--- config.mk ---
export PLATFORM = sky130hd
export DESIGN_NAME = sha1_byte_stream_hasher_core
export DESIGN_NICKNAME = d
export VERILOG_FILES = /design/src/sv/sha1bs_pkg.sv /design/src/sv/sha1_byte_stream_hasher_core.sv /design/src/sv/sha1bs_round.sv
export SDC_FILE = /design/constraint.sdc
export NUM_CORES = 2
export LEC_CHECK = 0
export ABC_AREA = 0
export CORE_UTILIZATION = 45
export CTS_CLUSTER_DIAMETER = 100
export CTS_CLUSTER_SIZE = 40
export DETAILED_ROUTE_END_ITERATION = 10
export DONT_BUFFER_PORTS = 1
export GPL_TIMING_DRIVEN = 0
export PLACE_DENSITY = 0.73
export SLEW_MARGIN = 10
export SYNTH_ARGS = -nofsm -noshare
export SYNTH_HDL_FRONTEND = slang
export SYNTH_SLANG_ARGS = --single-unit
--- constraint.sdc ---
create_clock -name clk_i -period 16.9 [get_ports clk_i]
set_clock_uncertainty 0.2 [all_clocks]
set_input_delay 3.38 -clock clk_i [delete_from_list [all_inputs] [get_ports clk_i]]
set_output_delay 3.38 -clock clk_i [all_outputs]
set_load 0.03 [all_outputs]
--- src/sv/sha1bs_pkg.sv ---
// Shared types and constants for the SHA-1 byte-stream hasher.
// Used by sha1bs_round and sha1_byte_stream_hasher_core; no dependencies.
package sha1bs_pkg;

  localparam int unsigned BLOCK_BYTES = 64;
  localparam int unsigned BLOCK_WORDS = BLOCK_BYTES / 4;
  localparam int unsigned NUM_ROUNDS  = 80;
  localparam int unsigned HASH_WORDS  = 5;

  // Byte offset where the length field starts in the final block
  localparam logic [5:0] LEN_OFFSET = 6'd56;
  localparam logic [5:0] FILL_LAST  = 6'(BLOCK_BYTES - 1);
  localparam logic [7:0] PAD_BYTE   = 8'h80;
  localparam logic [2:0] WORD_LAST  = 3'(HASH_WORDS - 1);

  // Input modes
  localparam logic [1:0] MODE_ABSORB = 2'd0;
  localparam logic [1:0] MODE_FINISH = 2'd1;
  localparam logic [1:0] MODE_PEEK   = 2'd2;

  // Round constants
  localparam logic [31:0] K_0 = 32'h5A827999;
  localparam logic [31:0] K_1 = 32'h6ED9EBA1;
  localparam logic [31:0] K_2 = 32'h8F1BBCDC;
  localparam logic [31:0] K_3 = 32'hCA62C1D6;

  typedef logic [HASH_WORDS-1:0][31:0]  hash_t;
  typedef logic [BLOCK_WORDS-1:0][31:0] block_t;

  localparam hash_t HASH_INIT = {32'hC3D2E1F0, 32'h10325476, 32'h98BADCFE,
                                 32'hEFCDAB89, 32'h67452301};

  typedef struct packed {
    logic [1:0] mode;
    logic [7:0] data_byte;
  } in_t;

  typedef struct packed {
    logic [31:0] digest_word;
    logic [2:0]  word_index;
    logic        last_word;
  } out_t;

  // Compression unit sequencer
  typedef enum logic [1:0] {
    RND_IDLE,
    RND_RUN,
    RND_DONE
  } rnd_state_e;

  // Top-level sequencer
  typedef enum logic [2:0] {
    ST_IDLE,
    ST_BLK_START,
    ST_BLK_WAIT,
    ST_PAD1_START,
    ST_PAD1_WAIT,
    ST_PAD2_START,
    ST_PAD2_WAIT,
    ST_EMIT
  } core_state_e;

endpackage

--- src/sv/sha1_byte_stream_hasher_core.sv ---
// SHA-1 byte-stream hasher, top level. Absorb beats are taken while idle; after
// the beat that completes a 64-byte block, in_ready stays low while the round
// unit runs. Finish or peek: the pad block is compressed (and a second block
// when 56 or more bytes sit in the block), then five digest beats follow. Rate
// is set by the single round unit.
// Reset restores the SHA-1 initial hash, zero fill and zero length.
// Depends on sha1bs_pkg and sha1bs_round.
module sha1_byte_stream_hasher_core import sha1bs_pkg::*; (
  input  logic clk_i,
  input  logic rst_ni,
  input  logic in_valid_i,
  output logic in_ready_o,
  input  in_t  in_data_i,
  output logic out_valid_o,
  input  logic out_ready_i,
  output out_t out_data_o
);

  core_state_e state_q, state_d;
  logic [5:0]  fill_q;
  logic [36:0] total_q;
  hash_t       chain_q;
  hash_t       dig_q;
  block_t      buf_q;
  logic [2:0]  idx_q;
  logic        fin_q;

  logic        in_fire, out_fire;
  logic        start, done;
  logic        two_blk;
  logic        sel_full, sel_pad1, sel_pad2;
  hash_t       base, hash_res;
  block_t      blk;
  logic [39:0] len_bits;
  logic [1:0]  lane;

  assign in_fire  = in_valid_i & in_ready_o;
  assign out_fire = out_valid_o & out_ready_i;
  assign two_blk  = fill_q >= LEN_OFFSET;
  assign len_bits = {total_q, 3'b000};
  assign lane     = ~fill_q[1:0];

  // Sequencer
  always_comb begin
    state_d     = state_q;
    in_ready_o  = 1'b0;
    out_valid_o = 1'b0;
    start       = 1'b0;
    base        = chain_q;
    unique case (state_q)
      ST_IDLE: begin
        in_ready_o = 1'b1;
        if (in_valid_i) begin
          case (in_data_i.mode) inside
            MODE_ABSORB: if (fill_q == FILL_LAST) state_d = ST_BLK_START;
            MODE_FINISH, MODE_PEEK: state_d = ST_PAD1_START;
            default: ;
          endcase
        end
      end
      ST_BLK_START: begin
        start   = 1'b1;
        state_d = ST_BLK_WAIT;
      end
      ST_BLK_WAIT: if (done) state_d = ST_IDLE;
      ST_PAD1_START: begin
        start   = 1'b1;
        state_d = ST_PAD1_WAIT;
      end
      ST_PAD1_WAIT: if (done) state_d = two_blk ? ST_PAD2_START : ST_EMIT;
      ST_PAD2_START: begin
        start   = 1'b1;
        base    = dig_q;
        state_d = ST_PAD2_WAIT;
      end
      ST_PAD2_WAIT: if (done) state_d = ST_EMIT;
      ST_EMIT: begin
        out_valid_o = 1'b1;
        if (out_ready_i && idx_q == WORD_LAST) state_d = ST_IDLE;
      end
      default: state_d = ST_IDLE;
    endcase
  end

  // Block image for the round unit: full buffer, first pad block or
  // length-only second block
  assign sel_full = state_q == ST_BLK_START;
  assign sel_pad1 = state_q == ST_PAD1_START;
  assign sel_pad2 = state_q == ST_PAD2_START;

  always_comb begin
    blk = '0;
    for (int i = 0; i < BLOCK_BYTES; i++) begin
      if (sel_full || (sel_pad1 && 6'(i) < fill_q)) begin
        blk[i/4][8*(3-i%4) +: 8] = buf_q[i/4][8*(3-i%4) +: 8];
      end else if (sel_pad1 && 6'(i) == fill_q) begin
        blk[i/4][8*(3-i%4) +: 8] = PAD_BYTE;
      end
    end
    if (sel_pad2 || (sel_pad1 && !two_blk)) begin
      blk[BLOCK_WORDS-2] = {24'd0, len_bits[39:32]};
      blk[BLOCK_WORDS-1] = len_bits[31:0];
    end
  end

  sha1bs_round u_round (
    .clk_i   (clk_i),
    .rst_ni  (rst_ni),
    .start_i (start),
    .base_i  (base),
    .block_i (blk),
    .done_o  (done),
    .hash_o  (hash_res)
  );

  // Control and chaining state
  always_ff @(posedge clk_i or negedge rst_ni) begin
    if (!rst_ni) begin
      state_q <= ST_IDLE;
      fill_q  <= '0;
      total_q <= '0;
      chain_q <= HASH_INIT;
      idx_q   <= '0;
      fin_q   <= 1'b0;
    end else begin
      state_q <= state_d;
      if (in_fire) begin
        idx_q <= '0;
        fin_q <= in_data_i.mode == MODE_FINISH;
        if (in_data_i.mode == MODE_ABSORB) begin
          fill_q  <= fill_q + 6'd1;
          total_q <= total_q + 37'd1;
        end
      end
      if (state_q == ST_BLK_WAIT && done) chain_q <= hash_res;
      if (out_fire) begin
        idx_q <= idx_q + 3'd1;
        if (idx_q == WORD_LAST && fin_q) begin
          chain_q <= HASH_INIT;
          fill_q  <= '0;
          total_q <= '0;
        end
      end
    end
  end

  // Message buffer and digest scratch
  always_ff @(posedge clk_i) begin
    if (in_fire && in_data_i.mode == MODE_ABSORB) begin
      buf_q[fill_q[5:2]][{lane, 3'b000} +: 8] <= in_data_i.data_byte;
    end
    if ((state_q == ST_PAD1_WAIT || state_q == ST_PAD2_WAIT) && done) begin
      dig_q <= hash_res;
    end
  end

  // Digest beats
  always_comb begin
    out_data_o.digest_word = dig_q[idx_q];
    out_data_o.word_index  = idx_q;
    out_data_o.last_word   = idx_q == WORD_LAST;
  end

endmodule

--- src/sv/sha1bs_round.sv ---
// SHA-1 compression unit: one round per cycle through all NUM_ROUNDS rounds, then the
// feed-forward add. Depends on sha1bs_pkg.
module sha1bs_round import sha1bs_pkg::*; (
  input  logic   clk_i,
  input  logic   rst_ni,
  input  logic   start_i,
  input  hash_t  base_i,
  input  block_t block_i,
  output logic   done_o,
  output hash_t  hash_o
);

  rnd_state_e  state_q, state_d;
  logic [6:0]  cnt_q, cnt_d;
  hash_t       h_q;
  block_t      w_q;
  logic [31:0] a_q, b_q, c_q, d_q, e_q;
  logic [31:0] f, k, t, w_new;

  // Round function and constant select
  always_comb begin
    if (cnt_q < 7'd20) begin
      f = (b_q & c_q) | (~b_q & d_q);
      k = K_0;
    end else if (cnt_q < 7'd40) begin
      f = b_q ^ c_q ^ d_q;
      k = K_1;
    end else if (cnt_q < 7'd60) begin
      f = (b_q & c_q) | (b_q & d_q) | (c_q & d_q);
      k = K_2;
    end else begin
      f = b_q ^ c_q ^ d_q;
      k = K_3;
    end
    t = {a_q[26:0], a_q[31:27]} + f + e_q + k + w_q[0];
    w_new = w_q[13] ^ w_q[8] ^ w_q[2] ^ w_q[0];
  end

  // Sequencer
  always_comb begin
    state_d = state_q;
    cnt_d   = cnt_q;
    done_o  = 1'b0;
    unique case (state_q)
      RND_IDLE: begin
        cnt_d = '0;
        if (start_i) state_d = RND_RUN;
      end
      RND_RUN: begin
        cnt_d = cnt_q + 7'd1;
        if (cnt_q == 7'(NUM_ROUNDS - 1)) state_d = RND_DONE;
      end
      RND_DONE: begin
        done_o  = 1'b1;
        state_d = RND_IDLE;
      end
      default: state_d = RND_IDLE;
    endcase
  end

  always_ff @(posedge clk_i or negedge rst_ni) begin
    if (!rst_ni) begin
      state_q <= RND_IDLE;
      cnt_q   <= '0;
    end else begin
      state_q <= state_d;
      cnt_q   <= cnt_d;
    end
  end

  // Working variables and message schedule (16-word sliding window)
  always_ff @(posedge clk_i) begin
    if (state_q == RND_IDLE && start_i) begin
      h_q <= base_i;
      w_q <= block_i;
      a_q <= base_i[0];
      b_q <= base_i[1];
      c_q <= base_i[2];
      d_q <= base_i[3];
      e_q <= base_i[4];
    end else if (state_q == RND_RUN) begin
      w_q <= {{w_new[30:0], w_new[31]}, w_q[BLOCK_WORDS-1:1]};
      a_q <= t;
      b_q <= a_q;
      c_q <= {b_q[1:0], b_q[31:2]};
      d_q <= c_q;
      e_q <= d_q;
    end
  end

  // Feed-forward add, valid while done_o is high
  assign hash_o = {h_q[4] + e_q, h_q[3] + d_q, h_q[2] + c_q,
                   h_q[1] + b_q, h_q[0] + a_q};

endmodule

==> reports/qor.txt <==
Slew Viols, Final: 0
Area added between synthesis and finish: 6.81%
Hold Fails Final Rpt: 0
Hold Crit Class: reg2reg
Total number of vias: 55685
Placed cell areas: 85100 um2
Cts bufs inserted: 54
Finished Cell Area: 87000 um2
Port buffer count: 0
Worst setup EP type: flop
GR Overflow Total: 0
CTS tree: yes
Die Ht: 427 um
Reg clk slew, reported paths: 150 ps
Critical path's largest stage delay: 1060 ps
Post-Syn Area per Cell: 12.4 um2
Crit Path Max Fanout: 11
Slew HR: 0.0218
DRT antenna net count: 0
Ports: 52
WL per Instance: 28.3 um
CTS resizes: 0
Final setup viols: 0
Vias in the first global route: 53325
Worst setup SP type: flop
First-pass GRT wire length: 366000 um
Starting DRT DRC Count: 8144
Initial Util: 0.455
Data arrival, critical path: 9930 ps
Core Region: 179000 um2
Fmax: 104 MHz
Main synth FF type: edfxtp_1
Tmin final: 9660 ps
H-tree level count: 2
Worst vdd ir: 0.0957 mV
Clk root buf: clkbuf_16
CP max-delay cell: buf_1
CTS max path bufs: 3
Filler cell count: 15469
Worst Tran Pin Value: 1470 ps
RSZ-0062 raised after global routing: no
Std-Cell Rows: 155
Synth Register Bits: 1723
Post-synth EDFFs: 1504
Asr flop ratio synth: 0.127
Sequential area share after synthesis: 0.623
Netlist Area Pre-Place: 81400 um2
Residual DRC: 0
Post-DP HPWL: 191000 um
DIE WIDTH: 427 um
Largest net degree at the start of global routing: 220
Total Routed Length: 257000 um
Clock sinks: 1723
Synth Instances: 6566
Outcome: finished, final reports clean
Total Routing Usage GR: 0.277
Power Density: 76.0 nW/um2
DIE AREA: 183000 um2
DR vias/cell: 6.13
Initial antenna violation count: 4
Layout cells sized above 1: 0.0650
Layout Nets: 7037
Post-CTS Hold Buffers: 0
Pre-Repair DR Iteration Count: 8
Max-cap violations: 0
Syn Nets: 6936
Placer Congestion: 1.00
CP required: 17180 ps
Yosys cell types: 94
Setup bufs post-CTS: 0
Final Cycle Share: 0.571
CP Class: reg2reg
Setup WS pre-CTS: 7410 ps
Lkg Pwr: 30.5 nW
Skew-Pair Late Insertion Delay: 790 ps
Yosys warns: 0
Final worst slack: 7240 ps
-- path summary, 6_finish.rpt --
kind / from / cells after the start / slack, ps / end
max in group asynchronous: rst_ni / 0 / 13780 / fin_q$_DFFE_PN0P_
min in group asynchronous: rst_ni / 0 / 2090 / chain_q[36]$_DFF_PN0_
worst max register to register: u_round.cnt_q[4]$_DFFE_PN0P_ / 25 / 7240 / u_round.a_q[31]$_DFFE_PP_
worst max-delay path: u_round.cnt_q[4]$_DFFE_PN0P_ / 25 / 7240 / u_round.a_q[31]$_DFFE_PP_
worst min register to register: chain_q[106]$_DFF_PN1_ / 2 / 290 / chain_q[106]$_DFF_PN1_
worst min-delay path: chain_q[106]$_DFF_PN1_ / 2 / 290 / chain_q[106]$_DFF_PN1_
-- where the power goes --
group | leakage [nW] | internal, mW | switching (mW) | total (mW)
Sequential | 14.7 | 4.56 | 0 | 4.56
Combinational | 14.9 | 0.00318 | 0.0111 | 0.0143
Clock | 0.866 | 0.679 | 1.35 | 2.03
-- Yosys cell counts, types with 19 or more instances --
| master | instances | area share |
|---|---|---|
| edfxtp_1 | 1504 | 0.55 |
| nand2_1 | 1128 | 0.052 |
| nor2_1 | 449 | 0.021 |
| a21oi_1 | 337 | 0.021 |
| a22o_1 | 297 | 0.032 |
| clkbuf_1 | 271 | 0.012 |
| o21ai_0 | 249 | 0.015 |
| inv_1 | 234 | 0.011 |
| ha_1 | 232 | 0.036 |
| xnor2_1 | 227 | 0.024 |
| mux2_2 | 162 | 0.022 |
| nand3_1 | 160 | 0.0098 |
| dfrtp_1 | 139 | 0.043 |
| fa_1 | 124 | 0.030 |
| a21o_1 | 98 | 0.0090 |
| xor2_1 | 84 | 0.0090 |
| dfstp_2 | 80 | 0.026 |
| mux2i_1 | 80 | 0.0098 |
| nor2b_1 | 65 | 0.0050 |
| a221oi_1 | 56 | 0.0060 |
| nor3_1 | 44 | 0.0027 |
| nand2b_1 | 42 | 0.0032 |
| a31oi_1 | 35 | 0.0027 |
| and2_1 | 35 | 0.0027 |
| o22ai_1 | 35 | 0.0027 |
| a211oi_1 | 33 | 0.0030 |
| buf_1 | 31 | 0.0014 |
| and3_1 | 29 | 0.0022 |
| o21a_1 | 25 | 0.0023 |
| o32ai_1 | 20 | 0.0022 |
| nand4_1 | 19 | 0.0015 |
-- cell type report --
| type | instances | area, um2 | area share |
|---|---|---|---|
| clock inverter | 22 | 382 | 0.00439 |
| sequential | 1723 | 50700 | 0.584 |
| timing repair buffer | 45 | 654 | 0.00753 |
| clock buffer | 79 | 1450 | 0.0166 |
| multi-input combinational | 4296 | 28700 | 0.330 |
| tap | 2355 | 2950 | 0.0339 |
| inverter | 235 | 882 | 0.0101 |
| buffer | 312 | 1200 | 0.0138 |
| antenna | 10 | 25.0 | 0.000288 |
-- registers in the layout, summed over array words and instances, names as in the netlist, 37 cells and up --
register     count
u_round.w_q    512
buf_q          512
chain_q        160
total_q         37
dig_q          160
u_round.h_q    160
-- through the flow --
stage	hold slack, ps	power [mW]	setup TNS, ps	utilization	cells
detailed placement	274	4.67	0	0.475	8966
global route	304	6.73	0	0.486	9077
finish	290	6.61	0	0.486	9077
floorplan	261	4.66	0	-	6566
CTS	293	6.60	0	0.486	9067
global placement	269	4.67	-1062210	0.471	8921
-- cells by family after synthesis --
kind of cell	count (synthesis)	synth area share
AOI/OAI and AO/OA	1359	0.114
xor gates and xnor gates	311	0.0335
adders and majority gates	356	0.0661
buffers and inverters	547	0.0254
DFF	1723	0.623
muxes	242	0.0322
and+or+nand+nor	2028	0.105
-- layout by cell type, fill, tap and decap left out, drive strengths merged, types with 20 or more instances in the layout --
| cell type | count |
|---|---|
| a211oi | 33 |
| nor2 | 452 |
| o21a | 25 |
| mux2 | 162 |
| xor2 | 84 |
| dfstp | 80 |
| o22ai | 35 |
| nand2 | 1128 |
| nand2b | 42 |
| mux2i | 80 |
| nor3 | 46 |
| o32ai | 20 |
| a21o | 98 |
| nor2b | 65 |
| a221oi | 57 |
| o21ai | 269 |
| dfrtp | 139 |
| clkbuf | 350 |
| edfxtp | 1504 |
| xnor2 | 227 |
| inv | 245 |
| nand3 | 162 |
| a22o | 297 |
| ha | 232 |
| a31oi | 35 |
| and2 | 37 |
| and3 | 30 |
| fa | 124 |
| buf | 86 |
| a21oi | 339 |
-- worst max-delay path, delay by kind of cell, from the launching register on --
family	cells	cell delay, ps
fa+ha+maj	4	1910
simple gates	5	1540
buf+inv	6	2090
flops	1	390
compound gates	9	3060
xor+xnor	1	150
-- layer usage --
layer,wire (um),global-route usage
met5,0,0
met4,15800,0.146
met3,24100,0.0413
met2,118000,0.441
met1,98800,0.368
Power figures use the tool's default switching activity.
